File: src/hscd_pkg.sv
// hscd_pkg: shared types, constants and crc-16/modbus helpers for the header sync deframer
// no dependencies
`timescale 1ns / 1ps

package hscd_pkg;

    localparam int PATTERN_BYTES     = 8;
    localparam int WINDOW_W          = PATTERN_BYTES * 8;
    localparam int FRAME_LEN_DEFAULT = 64;
    localparam int CFG_INDEX_W       = 8;
    localparam int FILL_W            = $clog2(PATTERN_BYTES + 1);
    localparam int BYTE_CNT_W        = $clog2(PATTERN_BYTES);

    localparam logic [15:0] CRC_INIT = 16'hFFFF;
    localparam logic [15:0] CRC_POLY = 16'hA001;

    // register indexes on the configuration port
    localparam logic [CFG_INDEX_W-1:0] REG_FRAME_HEADER = 8'd0;
    localparam logic [CFG_INDEX_W-1:0] REG_OWN_POLL     = 8'd1;
    localparam logic [CFG_INDEX_W-1:0] REG_FOREIGN_A    = 8'd2;
    localparam logic [CFG_INDEX_W-1:0] REG_FOREIGN_B    = 8'd3;

    typedef enum logic [1:0] {
        EV_FRAME_START = 2'd0,
        EV_FRAME_BYTE  = 2'd1,
        EV_FRAME_END   = 2'd2,
        EV_OWN_POLL    = 2'd3
    } event_kind_t;

    // configuration as seen by the datapath
    typedef struct packed {
        logic [WINDOW_W-1:0] frame_header;
        logic [WINDOW_W-1:0] own_poll;
        logic [WINDOW_W-1:0] foreign_a;
        logic [WINDOW_W-1:0] foreign_b;
        logic [15:0]         header_crc;
        logic                busy;
    } cfg_t;

    // one byte through the reflected crc, eight bit steps
    function automatic logic [15:0] crc16_byte(input logic [15:0] crc_in, input logic [7:0] b);
        logic [15:0] c;
        c = crc_in ^ {8'h00, b};
        for (int i = 0; i < 8; i++) begin
            if (c[0])
                c = (c >> 1) ^ CRC_POLY;
            else
                c = c >> 1;
        end
        return c;
    endfunction

    // whole pattern, oldest byte first; used for elaboration constants only
    function automatic logic [15:0] crc16_pattern(input logic [WINDOW_W-1:0] p);
        logic [15:0] c;
        c = CRC_INIT;
        for (int i = PATTERN_BYTES - 1; i >= 0; i--) begin
            c = crc16_byte(c, p[i*8 +: 8]);
        end
        return c;
    endfunction

    localparam logic [15:0] HEADER_CRC_RESET = crc16_pattern('0);

endpackage

File: src/hscd_cfg.sv
// hscd_cfg: configuration registers and serial crc precompute over the header pattern
// depends on hscd_pkg
`timescale 1ns / 1ps

module hscd_cfg
    import hscd_pkg::*;
(
    input  logic                   clk,
    input  logic                   rst_n,
    input  logic                   cfg_valid,
    output logic                   cfg_ready,
    input  logic [CFG_INDEX_W-1:0] cfg_index,
    input  logic [WINDOW_W-1:0]    cfg_data,
    output cfg_t                   cfg
);

    logic [WINDOW_W-1:0]   header_reg;
    logic [WINDOW_W-1:0]   own_reg;
    logic [WINDOW_W-1:0]   foreign_a_reg;
    logic [WINDOW_W-1:0]   foreign_b_reg;
    logic [15:0]           hcrc_reg;
    logic [15:0]           hcrc_next;
    logic [WINDOW_W-1:0]   shift_reg;
    logic [BYTE_CNT_W-1:0] cnt_reg;
    logic                  busy_reg;
    logic                  wr;

    assign wr        = cfg_valid && cfg_ready;
    assign cfg_ready = !busy_reg;
    assign hcrc_next = crc16_byte(hcrc_reg, shift_reg[WINDOW_W-1 -: 8]);

    always_ff @(posedge clk or negedge rst_n)
    begin
        if (!rst_n)
        begin
            header_reg    <= '0;
            own_reg       <= '0;
            foreign_a_reg <= '0;
            foreign_b_reg <= '0;
            hcrc_reg      <= HEADER_CRC_RESET;
            busy_reg      <= 1'b0;
            cnt_reg       <= '0;
        end
        else if (busy_reg)
        begin
            // one header byte per cycle, oldest first
            hcrc_reg <= hcrc_next;
            cnt_reg  <= cnt_reg + 1'b1;
            if (cnt_reg == BYTE_CNT_W'(PATTERN_BYTES - 1))
                busy_reg <= 1'b0;
        end
        else if (wr)
        begin
            unique case (cfg_index)
                REG_FRAME_HEADER:
                begin
                    header_reg <= cfg_data;
                    hcrc_reg   <= CRC_INIT;
                    cnt_reg    <= '0;
                    busy_reg   <= 1'b1;
                end
                REG_OWN_POLL:  own_reg       <= cfg_data;
                REG_FOREIGN_A: foreign_a_reg <= cfg_data;
                REG_FOREIGN_B: foreign_b_reg <= cfg_data;
                default:       ;
            endcase
        end
    end

    always_ff @(posedge clk)
    begin
        if (busy_reg)
            shift_reg <= shift_reg << 8;
        else if (wr && cfg_index == REG_FRAME_HEADER)
            shift_reg <= cfg_data;
    end

    always_comb
    begin
        cfg.frame_header = header_reg;
        cfg.own_poll     = own_reg;
        cfg.foreign_a    = foreign_a_reg;
        cfg.foreign_b    = foreign_b_reg;
        cfg.header_crc   = hcrc_reg;
        cfg.busy         = busy_reg;
    end

endmodule

File: src/hscd_core.sv
// hscd_core: input register, window match, frame tracking with crc, result register
// depends on hscd_pkg
`timescale 1ns / 1ps

module hscd_core
    import hscd_pkg::*;
#(
    parameter int FRAME_LEN = FRAME_LEN_DEFAULT
)
(
    input  logic        clk,
    input  logic        rst_n,
    input  cfg_t        cfg,
    input  logic        in_valid,
    output logic        in_stall,
    input  logic [7:0]  rx_byte,
    output logic        out_valid,
    input  logic        out_stall,
    output logic [1:0]  event_kind,
    output logic [7:0]  data_byte,
    output logic [7:0]  byte_index,
    output logic        crc_good,
    output logic [31:0] crc_fail_total
);

    localparam logic [7:0] TAIL_LO_IDX = 8'(FRAME_LEN - 2);
    localparam logic [7:0] START_IDX   = 8'(PATTERN_BYTES - 1);
    localparam logic [7:0] FIRST_BODY  = 8'(PATTERN_BYTES);

    // input stage
    logic        iv_reg;
    logic [7:0]  ib_reg;

    // deframer state
    logic [WINDOW_W-1:0] win_reg,  win_next;
    logic [FILL_W-1:0]   fill_reg, fill_next;
    logic                frm_reg,  frm_next;
    logic [7:0]          cnt_reg,  cnt_next;
    logic [15:0]         crc_reg,  crc_next;
    logic [15:0]         tail_reg, tail_next;
    logic [31:0]         fail_reg, fail_next;

    // result stage
    logic        ov_reg;
    event_kind_t kind_reg, kind_next;
    logic [7:0]  data_reg;
    logic [7:0]  idx_reg,  idx_next;
    logic        good_reg, good_next;
    logic        emit;

    logic advance;
    logic load_in;
    logic good;
    logic [15:0] crc_upd;

    assign advance  = iv_reg && !cfg.busy && (!ov_reg || !out_stall);
    assign in_stall = cfg.busy || (iv_reg && !advance);
    assign load_in  = in_valid && !in_stall;
    assign crc_upd  = crc16_byte(crc_reg, ib_reg);
    assign good     = ({ib_reg, tail_reg[7:0]} == crc_reg);

    always_comb
    begin
        win_next  = win_reg;
        fill_next = fill_reg;
        frm_next  = frm_reg;
        cnt_next  = cnt_reg;
        crc_next  = crc_reg;
        tail_next = tail_reg;
        fail_next = fail_reg;
        emit      = 1'b0;
        kind_next = EV_FRAME_BYTE;
        idx_next  = cnt_reg;
        good_next = 1'b0;
        if (frm_reg)
        begin
            emit = 1'b1;
            if (cnt_reg < TAIL_LO_IDX)
            begin
                crc_next = crc_upd;
                cnt_next = cnt_reg + 8'd1;
            end
            else if (cnt_reg == TAIL_LO_IDX)
            begin
                tail_next = {tail_reg[15:8], ib_reg};
                cnt_next  = cnt_reg + 8'd1;
            end
            else
            begin
                // closing checksum byte
                tail_next = {ib_reg, tail_reg[7:0]};
                good_next = good;
                if (!good && fail_reg != 32'hFFFF_FFFF)
                    fail_next = fail_reg + 32'd1;
                frm_next  = 1'b0;
                cnt_next  = '0;
                fill_next = '0;
                crc_next  = CRC_INIT;
                kind_next = EV_FRAME_END;
            end
        end
        else
        begin
            win_next = {win_reg[WINDOW_W-9:0], ib_reg};
            if (fill_reg != FILL_W'(PATTERN_BYTES))
                fill_next = fill_reg + 1'b1;
            if (fill_next == FILL_W'(PATTERN_BYTES))
            begin
                if (win_next == cfg.frame_header)
                begin
                    // window equals the pattern, so its crc is the precomputed one
                    crc_next  = cfg.header_crc;
                    tail_next = '0;
                    cnt_next  = FIRST_BODY;
                    frm_next  = 1'b1;
                    emit      = 1'b1;
                    kind_next = EV_FRAME_START;
                    idx_next  = START_IDX;
                end
                else if (win_next == cfg.own_poll)
                begin
                    fill_next = '0;
                    emit      = 1'b1;
                    kind_next = EV_OWN_POLL;
                    idx_next  = '0;
                end
                else if (win_next == cfg.foreign_a || win_next == cfg.foreign_b)
                begin
                    fill_next = '0;
                end
            end
        end
    end

    always_ff @(posedge clk or negedge rst_n)
    begin
        if (!rst_n)
        begin
            iv_reg   <= 1'b0;
            ov_reg   <= 1'b0;
            win_reg  <= '0;
            fill_reg <= '0;
            frm_reg  <= 1'b0;
            cnt_reg  <= '0;
            crc_reg  <= CRC_INIT;
            tail_reg <= '0;
            fail_reg <= '0;
        end
        else
        begin
            if (load_in)
                iv_reg <= 1'b1;
            else if (advance)
                iv_reg <= 1'b0;

            if (advance)
            begin
                win_reg  <= win_next;
                fill_reg <= fill_next;
                frm_reg  <= frm_next;
                cnt_reg  <= cnt_next;
                crc_reg  <= crc_next;
                tail_reg <= tail_next;
                fail_reg <= fail_next;
            end

            if (advance && emit)
                ov_reg <= 1'b1;
            else if (ov_reg && !out_stall)
                ov_reg <= 1'b0;
        end
    end

    always_ff @(posedge clk)
    begin
        if (load_in)
            ib_reg <= rx_byte;
        if (advance && emit)
        begin
            kind_reg       <= kind_next;
            data_reg       <= ib_reg;
            idx_reg        <= idx_next;
            good_reg       <= good_next;
            crc_fail_total <= fail_next;
        end
    end

    assign out_valid  = ov_reg;
    assign event_kind = kind_reg;
    assign data_byte  = data_reg;
    assign byte_index = idx_reg;
    assign crc_good   = good_reg;

endmodule

File: src/header_sync_crc_deframer.sv
// header_sync_crc_deframer: top level, header/poll sync with crc-16/modbus frame check
// depends on hscd_pkg, hscd_cfg, hscd_core
// registers: an accepted item passes the input register, then the result register
// throughput: one item per cycle unless stalled; a held result stalls input at once
// a write to the frame header register runs a bytewise crc pass, input stalled meanwhile
// reset: asynchronous, active low; window empty, idle, crc preset, failure count zero
`timescale 1ns / 1ps

module header_sync_crc_deframer
    import hscd_pkg::*;
#(
    parameter int FRAME_LEN = FRAME_LEN_DEFAULT
)
(
    input  logic                   clk,
    input  logic                   rst_n,
    // configuration write channel
    input  logic                   cfg_valid,
    output logic                   cfg_ready,
    input  logic [CFG_INDEX_W-1:0] cfg_index,
    input  logic [WINDOW_W-1:0]    cfg_data,
    // received bytes
    input  logic                   in_valid,
    output logic                   in_stall,
    input  logic [7:0]             rx_byte,
    // events
    output logic                   out_valid,
    input  logic                   out_stall,
    output logic [1:0]             event_kind,
    output logic [7:0]             data_byte,
    output logic [7:0]             byte_index,
    output logic                   crc_good,
    output logic [31:0]            crc_fail_total
);

    // patterns, precomputed header crc and busy flag
    cfg_t cfg;

    // register file; the header crc is worked out byte by byte after each header write,
    // so a matched header loads the crc of all eight header bytes in one go
    hscd_cfg u_cfg
    (
        .clk       (clk),
        .rst_n     (rst_n),
        .cfg_valid (cfg_valid),
        .cfg_ready (cfg_ready),
        .cfg_index (cfg_index),
        .cfg_data  (cfg_data),
        .cfg       (cfg)
    );

    // rolling window compare while idle, per-byte crc and tail capture inside a frame
    hscd_core #(
        .FRAME_LEN (FRAME_LEN)
    ) u_core
    (
        .clk            (clk),
        .rst_n          (rst_n),
        .cfg            (cfg),
        .in_valid       (in_valid),
        .in_stall       (in_stall),
        .rx_byte        (rx_byte),
        .out_valid      (out_valid),
        .out_stall      (out_stall),
        .event_kind     (event_kind),
        .data_byte      (data_byte),
        .byte_index     (byte_index),
        .crc_good       (crc_good),
        .crc_fail_total (crc_fail_total)
    );

endmodule

File: config.mk
export PLATFORM = sky130hd
export DESIGN_NAME = header_sync_crc_deframer
export DESIGN_NICKNAME = d
export VERILOG_FILES = /design/src/hscd_pkg.sv /design/src/hscd_cfg.sv /design/src/hscd_core.sv /design/src/header_sync_crc_deframer.sv
export SDC_FILE = /design/constraint.sdc
export NUM_CORES = 1
export LEC_CHECK = 0
export BUFFER_PORTS_ARGS = -buffer_cell sky130_fd_sc_hd__buf_2
export CAP_MARGIN = 20
export CORE_UTILIZATION = 45
export CTS_CLUSTER_DIAMETER = 150
export DETAILED_ROUTE_END_ITERATION = 12
export HOLD_SLACK_MARGIN = 0.02
export SETUP_SLACK_MARGIN = 0.02
export SLEW_MARGIN = 10
export SYNTH_ARGS = -nofsm -noshare
export SYNTH_HDL_FRONTEND = slang
export SYNTH_HIERARCHICAL = 1
export SYNTH_SLANG_ARGS = --single-unit
export TNS_END_PERCENT = 1
File: constraint.sdc
create_clock -name clk -period 5 [get_ports clk]
set_input_delay 0.25 -clock clk [delete_from_list [all_inputs] [get_ports clk]]
set_output_delay 0.25 -clock clk [all_outputs]
set_load 0.1 [all_outputs]
==> results.cfg <==
[yosys]
synth_warnings = 6
synth-edff-count = 115
synth_top_area_frac = 0.393
synthMostInstantiatedCell = dfrtp_1
synth.distinct_cells = 68
ys_seq_area_frac = 0.562
syn_area_um2 = 24400
synthArstFlopShare = 0.766
syn_inst = 1835
avgSynthCellArea_um2 = 13.3
synth_top_area_cell = dfrtp_1
synth_area_leaders = dfrtp_1, mux2_2, edfxtp_1
syn_nets = 1927
ys.flop_type = dfrtp_1
synthTopCellsByCount = dfrtp_1, mux2_2, xnor2_1
ys_ff_latch = 526

[timing]
max_slew.worst_pin.slew_ns = 1.13
setup_tns_ns = 0
rsz0062_at_grt = false
setup_viol = 0
max_slew_margin = 0.245
report.final.slew_viol_count = 0
finClkSkew_ns = 0.0235
fin_crit_sh = 0.734
clock.fmax_ghz = 0.272
hold_viol = 0
finalCriticalPeriod_ns = 3.67
whs_ns = 0.0541

[power]
switchingPower_uw = 4210
combPwrFrac = 0.245
power_uw = 13000
p_leak_uw = 0.0122
switching_share = 0.325
power_frac_clock = 0.316
seqPwrFrac = 0.439
p_int_uw = 8740
cellPowerDensity_nw_per_um2 = 463
ir_drop_uv = 313

[worst_setup_path]
required_ns = 5.23
startpoint_type = flip-flop
r2r-end = u_core/crc_fail_total[21]$_DFFE_PP_
path_max_fanout = 51
worstRegToRegCells = 8
worst-r2r-setup-slack_ns = 1.33
end_kind = flip-flop
arrival_ns = 3.90
path_class = flip-flop to flip-flop
reg2reg_from = u_core/win_reg[3]$_DFFE_PN0P_

[grt]
grt_pass1_vias = 15500
antenna_found_initial = 0
grt_max_degree = 173
grt_first_pass_wirelength_mm = 101
grt_overflow = 0
gr-usage-all-layers = 0.246

[clock_tree]
clock-sinks = 526
ctsLongestPathBuffers = 3
cts-root-buf = clkbuf_16
cts_hold_buf = 64
htreeDepth = 2
insertion_delay_ns = 0.61
clk_pin_slew_ns = 0.06
postCtsSetupRepairBufs = 0
cts_resized = 0
cts_tree = yes
cts_made_buffers = 56

[drt]
drcViolationCount = 0
drt_iter0_markers = 1016
vias_per_cell = 5.54
firstDrtPassIters = 5
wl_per_cell_um = 24.6
vias = 15100
ant_nets = 0
wl_mm = 67.0

[layout]
syn_to_final_growth_pct = 14.6
fin_nets = 2081
drive_gt1_frac = 0.295
stdcell_area_um2 = 28000
finalNonFillerCells = 2724
num_antenna_cells = 0

[placed_design]
dp_hpwl_mm = 47.3
gp_congestion = 0.875
placement.cell_area_um2 = 25600
place.port_buffers = 138
place_inst = 2555

[floorplan]
io_pins = 139
die_h_um = 235
num_rows = 84
die_area_um2 = 55200
die_w_um = 235
design.core.area_um2 = 53100
initial_core_util = 0.460

[min_path]
holdPathEnd = u_cfg/busy_reg$_DFF_PN0_
min_from = cfg_index[6]
hp-class = input port to flip-flop
holdPathStages = 6

[status]
status = complete, no violations

[job]
drv_cap = 0
[per-stage QoR]
step / util / setup slack [ns]
after floorplan: - / 0.576
after global placement: 0.481 / 1.46
after detailed placement: 0.481 / 1.42
after CTS: 0.527 / 1.41
after global routing: 0.527 / 1.09
final: 0.527 / 1.33
[power by group through the flow]
stage                     Clock [µW]  Sequential [µW]  Combinational (µW)
final                           4090             5690                3170
after global routing            4350             5760                3370
after CTS                       4180             5690                3160
after detailed placement           0             5770                3090
after global placement             0             5740                3090
after floorplan                    0             5100                2640
[routing by layer]
metal  routed length (µm)  up-vias  track usage
met5                    0        -            0
met4                 2520        0       0.0971
met3                 2820       96       0.0358
met2                31900      379        0.400
met1                29800     7789        0.333
li1                     -     6822            -
[critical path: stages (launching register included)]
cell and delay, ns:
dfrtp_1 0.46, xor2_1 0.18, nor4_1 0.78, nand4_1 0.28
nor4_4 0.51, nand2b_1 0.27, a21oi_1 0.15, nor2_4 0.12
buf_4 0.52
[cell usage in the layout, fill, tap and decap left out, types with 23 or more instances in the layout]
cell,count
nand2_1,51
a22o_1,74
o21ai_0,23
xor2_1,133
nor4_1,35
clkbuf_16,57
nor2_1,60
dfrtp_1,382
edfxtp_1,115
clkbuf_1,23
buf_4,24
mux2_2,315
xnor2_1,239
dlygate4sd3_1,64
buf_2,137
nand4_1,69
[layout make-up]
cell class                      count  area [µm²]
Fill cell                        4554       25100
Sequential cell                   526       13700
Multi-Input combinational cell   1161        9970
Timing Repair Buffer              229        1580
Clock buffer                       82        1540
Tap cell                          688         861
Clock inverter                     23         244
Inverter                           15        57.6
[cell families (layout without fill, tap and decap cells)]
logic type / count (synthesis) / count (layout) / share of synthesized area
buffers and inverters: 148 / 349 / 0.0305
and+or+nand+nor: 296 / 296 / 0.0657
adders and majority gates: 7 / 7 / 0.00359
muxes: 321 / 321 / 0.148
xor gates and xnor gates: 378 / 378 / 0.138
DFF: 526 / 526 / 0.562
AOI/OAI and AO/OA: 159 / 159 / 0.0514
[worst max path at each step]
stage                             startpoint  depth (start not counted)                             endpoint  slack, ns
2_1_floorplan     u_core/ib_reg[2]$_DFFE_PP_                          8       u_core/byte_index[0]$_DFFE_PP_       0.58
3_3_place_gp   u_core/win_reg[3]$_DFFE_PN0P_                          8  u_core/crc_fail_total[22]$_DFFE_PP_       1.46
3_5_place_dp   u_core/win_reg[3]$_DFFE_PN0P_                          8  u_core/crc_fail_total[28]$_DFFE_PP_       1.42
4_1_cts        u_core/win_reg[3]$_DFFE_PN0P_                          8       u_core/byte_index[7]$_DFFE_PP_       1.41
5_1_grt        u_core/win_reg[3]$_DFFE_PN0P_                          8  u_core/crc_fail_total[13]$_DFFE_PP_       1.09
6_report       u_core/win_reg[3]$_DFFE_PN0P_                          8  u_core/crc_fail_total[21]$_DFFE_PP_       1.33
Note: power is estimated with default switching activity, not from simulation.
